`src/sv/hics_ram.sv`:
```
// hics_ram: generic single-write, single-read ram with registered read data
// standalone, no package needed
`default_nettype none

module hics_ram #(
  parameter int WIDTH = 8,
  parameter int DEPTH = 16
) (
  input  logic                     clk_i,
  input  logic                     we_i,
  input  logic [$clog2(DEPTH)-1:0] waddr_i,
  input  logic [WIDTH-1:0]         wdata_i,
  input  logic [$clog2(DEPTH)-1:0] raddr_i,
  output logic [WIDTH-1:0]         rdata_o
);

  logic [WIDTH-1:0] mem [DEPTH];

  always_ff @(posedge clk_i) begin
    if (we_i) begin
      mem[waddr_i] <= wdata_i;
    end
    rdata_o <= mem[raddr_i];
  end

endmodule

`default_nettype wire

```
`config.mk`:
```
export PLATFORM = sky130hd
export DESIGN_NAME = hics_ram
export DESIGN_NICKNAME = d
export VERILOG_FILES = /design/src/sv/hics_ram.sv
export SDC_FILE = /design/constraint.sdc
export NUM_CORES = 1
export LEC_CHECK = 0
export ABC_AREA = 1
export BUFFER_PORTS_ARGS = -buffer_cell sky130_fd_sc_hd__buf_2
export CORE_MARGIN = 2
export CORE_UTILIZATION = 45
export DETAILED_ROUTE_END_ITERATION = 10
export GPL_ROUTABILITY_DRIVEN = 0
export PLACE_DENSITY = 0.73
export SKIP_CTS_REPAIR_TIMING = 1
export SYNTH_ARGS = -nofsm -noshare
export SYNTH_HDL_FRONTEND = slang
export SYNTH_SLANG_ARGS = --single-unit
```
`constraint.sdc`:
```
create_clock -name clk_i -period 2.1 [get_ports clk_i]
set_clock_uncertainty 0.05 [all_clocks]
set_input_delay 0.105 -clock clk_i [delete_from_list [all_inputs] [get_ports clk_i]]
set_output_delay 0.105 -clock clk_i [all_outputs]
set_load 0.02 [all_outputs]
```
Yosys cells after proc, flatten, opt, wreduce, memory -nomap -nowiden
Memory sizes are Yosys's and may differ from the RTL's. A register that Yosys moved wholly into a read port is not among the register bits.
Index checks and enable logic that the tools add are counted.
- bits in registers: 0
- bits in writable memories: 128
- input bits: 18
- output and inout port bits: 8
- logic and storage cells: 3
- memories: 1
- multiplexer cells: 2
- memories (name ; depth ; bits a word ; read ports ; clocked after Yosys merged registers in ; wr ports ; RTL line ; text):
    mem ; 16 ; 8 ; 1 ; 1 ; 1 ; 17 ; logic [WIDTH-1:0] mem [DEPTH];
- operator list (cell ; number):
    2-to-1 mux 1 bit ; 2

Logic depth before layout (Yosys ltp)
Gate-level depths: netlist of the first run.
- depth in word-level cells: 2
- depth in mapped cells: 8
- mapped depth without buffers: 7

Least setup slack after synthesis of the first run
No wires, ideal clock.
- path type: input-to-reg
- start: input waddr_i[2]
- end: memory mem[10][0] (enable)
- library setup time: 370 ps
- data arrival time: 686 ps
- required time: 1680 ps
- slack: 994 ps
- stages: 2
- buffers on the path: 0
- path through: nand3b_1 nor2_1
- RTL lines (what ; RTL line ; text):
    start: declaration ; 11 ; input logic [$clog2(DEPTH)-1:0] waddr_i,
    end: declaration ; 17 ;
Straight into the memory's write port.

==> impl_results.md, run 1 <==
* Final Setup Violations at 0
* HPWL after DPL at 7220 um
* Cell Pwr Density at 968 mW/mm^2
* Crit share post-route at 53.2%
* Share of the synthesized area in the top cell type at 66.7%
* Largest net degree at the start of global routing at 65
* Total congestion overflow at 0
* Nature of the critical path endpoint: register
* Crit path time final at 1.12 ns
* Multi-input gate area at 0.00121 sq mm
* Drt pass-1 iters at 5
* CTS H-tree depth at 4
* Post-synthesis cell type with the largest combined area: edfxtp_1
* Vias in the first global route at 3707
* Maximum vdd drop at 522 uV
* RSZ-0062 raised after global routing: no
* Final hold vios at 6
* Via/cell ratio at 4.91
* Cell Rows at 41
* Failing checks: hold timing
* Worst-Margin Slew at 0.681 ns
* Finished Layout Cells at 764
* Fmax achieved at 896 MHz
* Syn Inst Count at 551
* FF+latch count, synth at 136
* DIE HEIGHT at 117 um
* Synthesized cell area at 0.00577 sq mm
* FILL cells at 1069
* CP max FO at 1
* Post-DRT Antenna Nets at 0
* Post-layout net count at 597
* Fin Setup TNS at 0 ns
* Worst-path clk slew at 0.06 ns
* Max transition margin at 54.4%
* Placed Cells incl. Taps at 732
* Die Area at 0.0137 sq mm
* Commonest non-fill, non-tap cell in the layout: nand2_1
* Worst path required time at 2.37 ns
* Drc violations at 0
* Status: finished with violations
* Most frequent cells in the layout: nand2_1, edfxtp_1, inv_1, nand3_1, buf_2
* Sequential cell area at 0.00400 sq mm
* Final wirelength at 12100 um
* CTS sink count at 136
* Main area contributors after synthesis: edfxtp_1, nand2_1, nand3_1
* IO Count at 26
* Iter 0 DRT Violations at 371
* Root Buffer: clkbuf_16
* CTS Buf Count at 17
* First-pass GRT wire length at 19300 um
* Kind of critical path: register to register
* Avg Inst Size Synth at 10.5 sq um
* Sequential-to-total area share from yosys stat at 69.4%
* Port bufs at 25
* Synth warnings at 0
* Post-Synthesis Net Count at 569
* Slew Viols, Final at 0
* Hold Crit Class: input port to register
* Final core utilization at 52.7%
* Starting Density at 45.9%
* Core area at 0.0126 sq mm
* Max Cap Viol at 0
* WP data arrival at 1.39 ns
* Vias post-DR at 3748
* GRT Resource Usage Total at 19.5%
* Worst skew pair latency at 0.43 ns
* Hold_ws at -0.00568 ns
* Setup crit start kind: register
* Chip width at 117 um
* Overall Power at 6410 uW
* Leakage at 0.00285 uW
* CTS tree: yes
* Area delta synth->final at 14.9%
* WL/cell at 15.8 um
* Share of layout cells above drive strength 1 at 10.8%
* Initial antenna violation count at 0
* Yosys cell types at 12
* Clock Path Buffers at 2
* N_diodes at 0
-- state kept, by name (all words and copies together) (netlist names) --
register and cells:
mem 128, rdata_o 8
-- kinds of logic after synthesis --
| logic type | synth area share [%] |
|---|---|
| AND/OR/NAND/NOR | 21.0 |
| buffers and inverters | 9.52 |
| flip-flops | 69.4 |
-- routing by layer --
metal | GRT usage, % | vias up | part of all wire (%)
met5 | 0 | - | 0
met2 | 31.0 | 140 | 47
met3 | 4.63 | 27 | 6.9
li1 | - | 1829 | -
met4 | 9.57 | 0 | 3.1
met1 | 25.4 | 1752 | 43
-- synth_stat cells --
| library cell | instances |
|---|---|
| edfxtp_1 | 128 |
| dfxtp_1 | 8 |
| nor2_1 | 17 |
| nand3b_1 | 2 |
| nand3_1 | 97 |
| inv_2 | 2 |
| buf_6 | 6 |
| buf_4 | 4 |
| buf_1 | 1 |
| nand2_1 | 173 |
| inv_1 | 100 |
| buf_2 | 13 |
-- path summary, 6_finish.rpt --
path	from	endpoint	slack [ns]	cells past startpoint
setup / recovery	mem[5][0]	rdata_o[0]	0.98	6
hold / removal	raddr_i[3]	rdata_o[6]	-0.006	3
setup reg to reg	mem[5][0]	rdata_o[0]	0.98	6
hold reg to reg	mem[14][4]	rdata_o[4]	0.61	6
-- per-stage QoR --
stage	setup WS (ns)	area (sq um)
after floorplan	0.994	5770
after global placement	0.677	6030
after detailed placement	0.639	6030
after CTS	0.979	6620
after global routing	0.892	6620
final	0.984	6620
-- report_power, final --
part / internal, uW / switching [uW] / total (uW)
registers: 3040 / 18.1 / 3050
clock network: 1890 / 1090 / 2980
logic: 104 / 271 / 375
-- critical path, cell delays in order (launching register included) --
cell and delay, ns:
edfxtp_1 0.36, inv_1 0.06, nand2_1 0.05, nand3_1 0.11, nand3_1 0.14, nand3_1 0.16, nand2_1 0.07
-- cell type report --
cell class | count | share of cell area (%)
clock buffers | 20 | 6.74
clock inverters | 12 | 2.29
inverters | 102 | 5.78
multi-input cells | 289 | 18.3
flip-flops and latches | 136 | 60.4
well taps | 172 | 3.25
repair buffers | 33 | 3.17
Note: power is estimated with default switching activity, not from simulation.
==> run 2, diff against run 1 <==
- clock period: 2.1 -> 1.1 ns (I/O delays scaled with it)
==> impl_results.md, run 2 (synthesized netlist as in run 1, its figures left out) <==
* CP max stage delay at 0.36 ns (about the same)
* N_diodes at 0 (unchanged)
* WL/cell at 16.3 um (was 15.8 um)
* Reg-to-Reg Start: mem[1][5] (was mem[5][0])
* WP data arrival at 1.31 ns (was 1.39 ns)
* IO Count at 26 (unchanged)
* Hold Crit Class: input port to register (unchanged)
* Initial antenna violation count at 0 (unchanged)
* Most frequent cells in the layout: nand2_1, edfxtp_1, inv_1, nand3_1, buf_4 (was nand2_1, edfxtp_1, inv_1, nand3_1, buf_2)
* Final Cell Area at 0.00686 sq mm (was 0.00662 sq mm)
* Biggest regs: mem (128), rdata_o (8) (unchanged)
* Cell Rows at 41 (unchanged)
* Chip width at 117 um (unchanged)
* Max transition margin at 77.3% (was 54.4%)
* CTS H-tree depth at 4 (unchanged)
* Final hold vios at 56 (was 6)
* Area after DPL at 0.00626 sq mm (was 0.00603 sq mm)
* Fmax achieved at 948 MHz (was 896 MHz)
* Biggest register: mem (unchanged)
* Share of layout cells above drive strength 1 at 15.4% (was 10.8%)
* Vias in the first global route at 4039 (was 3707)
* Nature of the critical path endpoint: register (unchanged)
* Final Setup Violations at 0 (unchanged)
* Area delta synth->final at 19.0% (was 14.9%)
* Maximum vdd drop at 1200 uV (was 522 uV)
* Slew Viols, Final at 0 (unchanged)
* Routing usage on met1 at 25.8% (was 25.4%)
* Worst path required time at 1.36 ns (was 2.37 ns)
* DIE HEIGHT at 117 um (unchanged)
* CTS sink count at 136 (unchanged)
* Final worst slack at 0.0457 ns (was 0.984 ns)
* Via/cell ratio at 5.00 (was 4.91)
* Leakage at 0.00301 uW (was 0.00285 uW)
* Final wirelength at 12800 um (was 12100 um)
* Worst skew pair latency at 0.42 ns (was 0.43 ns)
* Iter 0 DRT Violations at 375 (was 371)
* CTS Buf Count at 17 (unchanged)
* Commonest non-fill, non-tap cell in the layout: nand2_1 (unchanged)
* Met3 usage at 4.63% (unchanged)
* GRT Resource Usage Total at 21.0% (was 19.5%)
* Place WS at -0.0457 ns (was 0.639 ns)
* Root Buffer: clkbuf_16 (unchanged)
* Vias post-DR at 3940 (was 3748)
* Drc violations at 0 (unchanged)
* CP max stage cell: edfxtp_1 (unchanged)
* First-pass GRT wire length at 20700 um (was 19300 um)
* Hold_ws at -0.0102 ns (was -0.00568 ns)
* Worst-Margin Slew at 0.341 ns (was 0.681 ns)
* HPWL after DPL at 8170 um (was 7220 um)
* Post-layout net count at 621 (was 597)
* FILL cells at 1045 (was 1069)
* Drt pass-1 iters at 5 (unchanged)
* Core area at 0.0126 sq mm (unchanged)
* Worst-path clk slew at 0.05 ns (was 0.06 ns)
* Failing checks: hold timing (unchanged)
* CP max FO at 1 (unchanged)
* Kind of critical path: register to register (unchanged)
* Port bufs at 25 (unchanged)
* Crit share post-route at 95.8% (was 53.2%)
* Buf/Inv on CP at 1 (unchanged)
* Cell Pwr Density at 1760 mW/mm^2 (was 968 mW/mm^2)
* Crit path time final at 1.05 ns (was 1.12 ns)
* CTS tree: yes (unchanged)
* Finished Layout Cells at 788 (was 764)
* Die Area at 0.0137 sq mm (unchanged)
* Setup crit start kind: register (unchanged)
* Largest net degree at the start of global routing at 41 (was 65)
* GRT Max-Usage Layer: met2 (unchanged)
* Top delay family on crit path: simple AND/OR/NAND/NOR gates (unchanged)
* Crit path from: mem[1][5] (was mem[5][0])
* Hold Crit Start: wdata_i[1] (was raddr_i[3])
* Max Cap Viol at 0 (unchanged)
* Starting Density at 45.9% (unchanged)
* Total congestion overflow at 0 (unchanged)
* Crit-path cells: inv_1 -> nand2_1 -> nand3_1 -> nand3_2 -> nand3_2 -> nand2_1 (was inv_1 -> nand2_1 -> nand3_1 -> nand3_1 -> nand3_1 -> nand2_1)
* Post-DRT Antenna Nets at 0 (unchanged)
* Clock Path Buffers at 2 (unchanged)
* Routing usage on met2 at 34.8% (was 31.0%)
* Max reg flops at 128 (unchanged)
* Status: finished with violations (unchanged)
* Placed Cells incl. Taps at 756 (was 732)
## run 2: worst paths after layout
| kind | depth (start not counted) | slack, ns | endpoint |
|---|---|---|---|
| worst max register to register | 6 | 0.05 | rdata_o[5] |
| worst min-delay path | 1 | -0.01 | mem[7][1] |
| worst max-delay path | 6 | 0.05 | rdata_o[5] |
| worst min register to register | 6 | 0.63 | rdata_o[0] |
## run 2: worst register-to-register path: cells and delay by family, from the launching register on
kind	cells	cell delay (ns)
AND/OR/NAND/NOR	5	0.46
flip-flops	1	0.36
buffers and inverters	1	0.07
## run 2: report_power, final
group	switching, uW	internal [uW]	leakage, uW
logic	539	258	0.00149
registers	30.1	5800	0.00122
clock network	2010	3440	0.000292
## run 2: through the flow
step                      power [uW]  hold WS, ns  utilization (%)  TNS, ns
after global routing           12400     0.000678             54.6  -0.0246
after global placement          6680        0.409             49.8   -0.285
final                          12100      -0.0102             54.6        0
after detailed placement        6720        0.421             49.8   -0.299
after CTS                      12100      -0.0236             54.4        0
after floorplan                 6380        0.104                -        0
## run 2: routing by layer
| metal | up-vias | share of wire (%) |
|---|---|---|
| met5 | - | 0 |
| met4 | 0 | 2.4 |
| met3 | 28 | 6.5 |
| met2 | 175 | 51 |
| met1 | 1856 | 40 |
| li1 | 1881 | - |
## run 2: area by class of cell
cell class / count / area [sq um] / share of cell area [%]
flip-flops and latches: 136 / 4000 / 58.4
clock inverters: 8 / 67.6 / 0.985
multi-input cells: 289 / 1240 / 18.1
repair buffers: 57 / 440 / 6.42
inverters: 102 / 383 / 5.58
clock buffers: 24 / 512 / 7.46
well taps: 172 / 215 / 3.14
==> run 3, diff against run 2 <==
- CTS_CLUSTER_DIAMETER: unset -> 150
- clock period: 1.1 -> 1 ns (I/O delays scaled with it)
==> impl_results.md, run 3 (synthesized netlist as in run 1, its figures left out) <==
* Place WS at -0.160 ns (was -0.0457 ns)
* RSZ-0062 raised after global routing: yes
* Hold endpoint: mem[0][3] (was mem[7][1])
* Max transition margin at 69.0% (was 77.3%)
* Hold Path Cell Cnt at 1 (unchanged)
* Total congestion overflow at 0 (unchanged)
* Slew Viols, Final at 0 (unchanged)
* WP data arrival at 1.29 ns (was 1.31 ns)
* Max reg flops at 128 (unchanged)
* Hold Crit Start: wdata_i[3] (was wdata_i[1])
* Setup crit start kind: register (unchanged)
* Sw frac at 21.8% (was 21.4%)
* Gate power share at 7.6% (was 6.6%)
* Most frequent cells in the layout: nand2_1, edfxtp_1, inv_1, nand3_1, nand3_2 (was nand2_1, edfxtp_1, inv_1, nand3_1, buf_4)
* Crit path time final at 1.04 ns (was 1.05 ns)
* Hold Crit Class: input port to register (unchanged)
* Starting Density at 45.9% (unchanged)
* Clock Path Buffers at 2 (unchanged)
* Top delay family on crit path: simple AND/OR/NAND/NOR gates (unchanged)
* CTS tree: yes (unchanged)
* WL/cell at 16.5 um (was 16.3 um)
* Via/cell ratio at 4.99 (was 5.00)
* Root Buffer: clkbuf_16 (unchanged)
* Worst path required time at 1.25 ns (was 1.36 ns)
* DIE HEIGHT at 117 um (unchanged)
* Max Cap Viol at 0 (unchanged)
* Seq pwr share at 50.0% (was 48.2%)
* Worst-path clk slew at 0.05 ns (about the same)
* Final Cell Area at 0.00701 sq mm (was 0.00686 sq mm)
* Die Area at 0.0137 sq mm (unchanged)
* Drc violations at 0 (unchanged)
* Biggest register: mem (unchanged)
* Fmax achieved at 966 MHz (was 948 MHz)
* CTS Buf Count at 17 (unchanged)
* Worst-Margin Slew at 0.465 ns (was 0.341 ns)
* Met3 WL post-DR at 796 um (was 835 um)
* Cell Rows at 41 (unchanged)
* Buf/Inv on CP at 1 (unchanged)
* CP max stage cell: edfxtp_1 (unchanged)
* Maximum vdd drop at 2300 uV (was 1200 uV)
* CTS H-tree depth at 4 (unchanged)
* Crit share post-route at 104% (was 95.8%)
* Max Used Layer: met4 (unchanged)
* Final worst slack at -0.0350 ns (was 0.0457 ns)
* Nature of the critical path endpoint: register (unchanged)
* HPWL after DPL at 8030 um (was 8170 um)
* Area after DPL at 0.00627 sq mm (was 0.00626 sq mm)
* CTS sink count at 136 (unchanged)
* Final hold vios at 0 (was 56)
* Overall Power at 12800 uW (was 12100 uW)
* IO Count at 26 (unchanged)
* CP max stage delay at 0.38 ns (was 0.36 ns)
* Leakage at 0.00303 uW (was 0.00301 uW)
* Core area at 0.0126 sq mm (unchanged)
* Biggest regs: mem (128), rdata_o (8) (unchanged)
* Metal2 WL at 6550 um (was 6510 um)
* Iter 0 DRT Violations at 291 (was 375)
* Area delta synth->final at 21.5% (was 19.0%)
* Final wirelength at 13000 um (was 12800 um)
* Initial antenna violation count at 0 (unchanged)
* CP max FO at 1 (unchanged)
* GRT Resource Usage Total at 20.2% (was 21.0%)
* Chip width at 117 um (unchanged)
* Clk pwr share at 42.4% (was 45.2%)
* R2R depth at 6 (unchanged)
* Sw Pwr at 2790 uW (was 2580 uW)
* Post-layout net count at 619 (was 621)
* Largest net degree at the start of global routing at 33 (was 41)
* N_diodes at 0 (unchanged)
* Fin Setup TNS at -0.0600 ns (was 0 ns)
* Kind of critical path: register to register (unchanged)
* Share of layout cells above drive strength 1 at 19.1% (was 15.4%)
* Failing checks: setup timing (was hold timing)
* Commonest non-fill, non-tap cell in the layout: nand2_1 (unchanged)
* Vias in the first global route at 3824 (was 4039)
* First-pass GRT wire length at 19800 um (was 20700 um)
* Status: finished with violations (unchanged)
* Worst skew pair latency at 0.42 ns (about the same)
* Hold_ws at 0.00403 ns (was -0.0102 ns)
* Internal power at 10100 uW (was 9490 uW)
* Met1 wire length at 5280 um (was 5180 um)
* Crit-path cells: inv_1 -> nand2_1 -> nand3_1 -> nand3_2 -> nand3_1 -> nand2_1 (was inv_1 -> nand2_1 -> nand3_1 -> nand3_2 -> nand3_2 -> nand2_1)
* Cell Pwr Density at 1830 mW/mm^2 (was 1760 mW/mm^2)
* Reg-to-Reg Start: mem[5][5] (was mem[1][5])
* Vias post-DR at 3924 (was 3940)
* Port bufs at 25 (unchanged)
* Post-DRT Antenna Nets at 0 (unchanged)
* Reg-to-reg endpoint: rdata_o[5] (unchanged)
* Reg2Reg Setup Slack at -0.04 ns (was 0.05 ns)
* Drt pass-1 iters at 5 (unchanged)
* Final Setup Violations at 4 (was 0)
[run 3: changes by cell type in the layout (fill, tap and decap cells not counted), sizes merged]
cell / before / now
buf: 57 / 53
bufinv: 1 / 0
dlygate4sd3: 0 / 2
clkbuf: 24 / 27
clkinv: 6 / 5
clkinvlp: 1 / 0
[run 3: stage by stage]
step	std cells	utilization, %
6_report	786	55.8
5_1_grt	786	55.8
3_3_place_gp	752	49.9
3_5_place_dp	752	49.9
4_1_cts	784	54.0
2_1_floorplan	551	-
[run 3: cell type report]
cell class | count | area [sq um]
clock buffer | 27 | 493
clock inverter | 5 | 23.8
fill | 1024 | 5560
inverter | 102 | 383
multi-input combinational | 289 | 1390
sequential | 136 | 4010
tap | 172 | 215
timing repair buffer | 55 | 494
[run 3: layer usage]
metal | GRT usage, % | up-vias
li1 | - | 1873
met1 | 25.3 | 1909
met2 | 32.9 | 117
met3 | 5.66 | 25
met4 | 8.94 | 0
met5 | 0 | -
[run 3: worst max path at each step]
stage | start | to | depth (start not counted)
after floorplan | waddr_i[2] | mem[10][0] | 2
after global placement | raddr_i[0] | rdata_o[2] | 8
after detailed placement | raddr_i[0] | rdata_o[2] | 8
after CTS | rdata_o[5] | rdata_o[5] | 1
after global routing | mem[5][5] | rdata_o[5] | 6
final | mem[5][5] | rdata_o[5] | 6
[run 3: worst register-to-register path, stage by stage (launching register included)]
cell and delay, ns:
edfxtp_1 0.38, inv_1 0.07, nand2_1 0.05, nand3_1 0.12
nand3_2 0.11, nand3_1 0.10, nand2_1 0.05
[run 3: power by group through the flow]
stage	clock [uW]	sequential, uW	combinational [uW]
2_1_floorplan	0	6570	452
3_3_place_gp	0	6530	845
3_5_place_dp	0	6530	870
4_1_cts	5500	6420	877
5_1_grt	5730	6430	1070
6_report	5440	6430	976
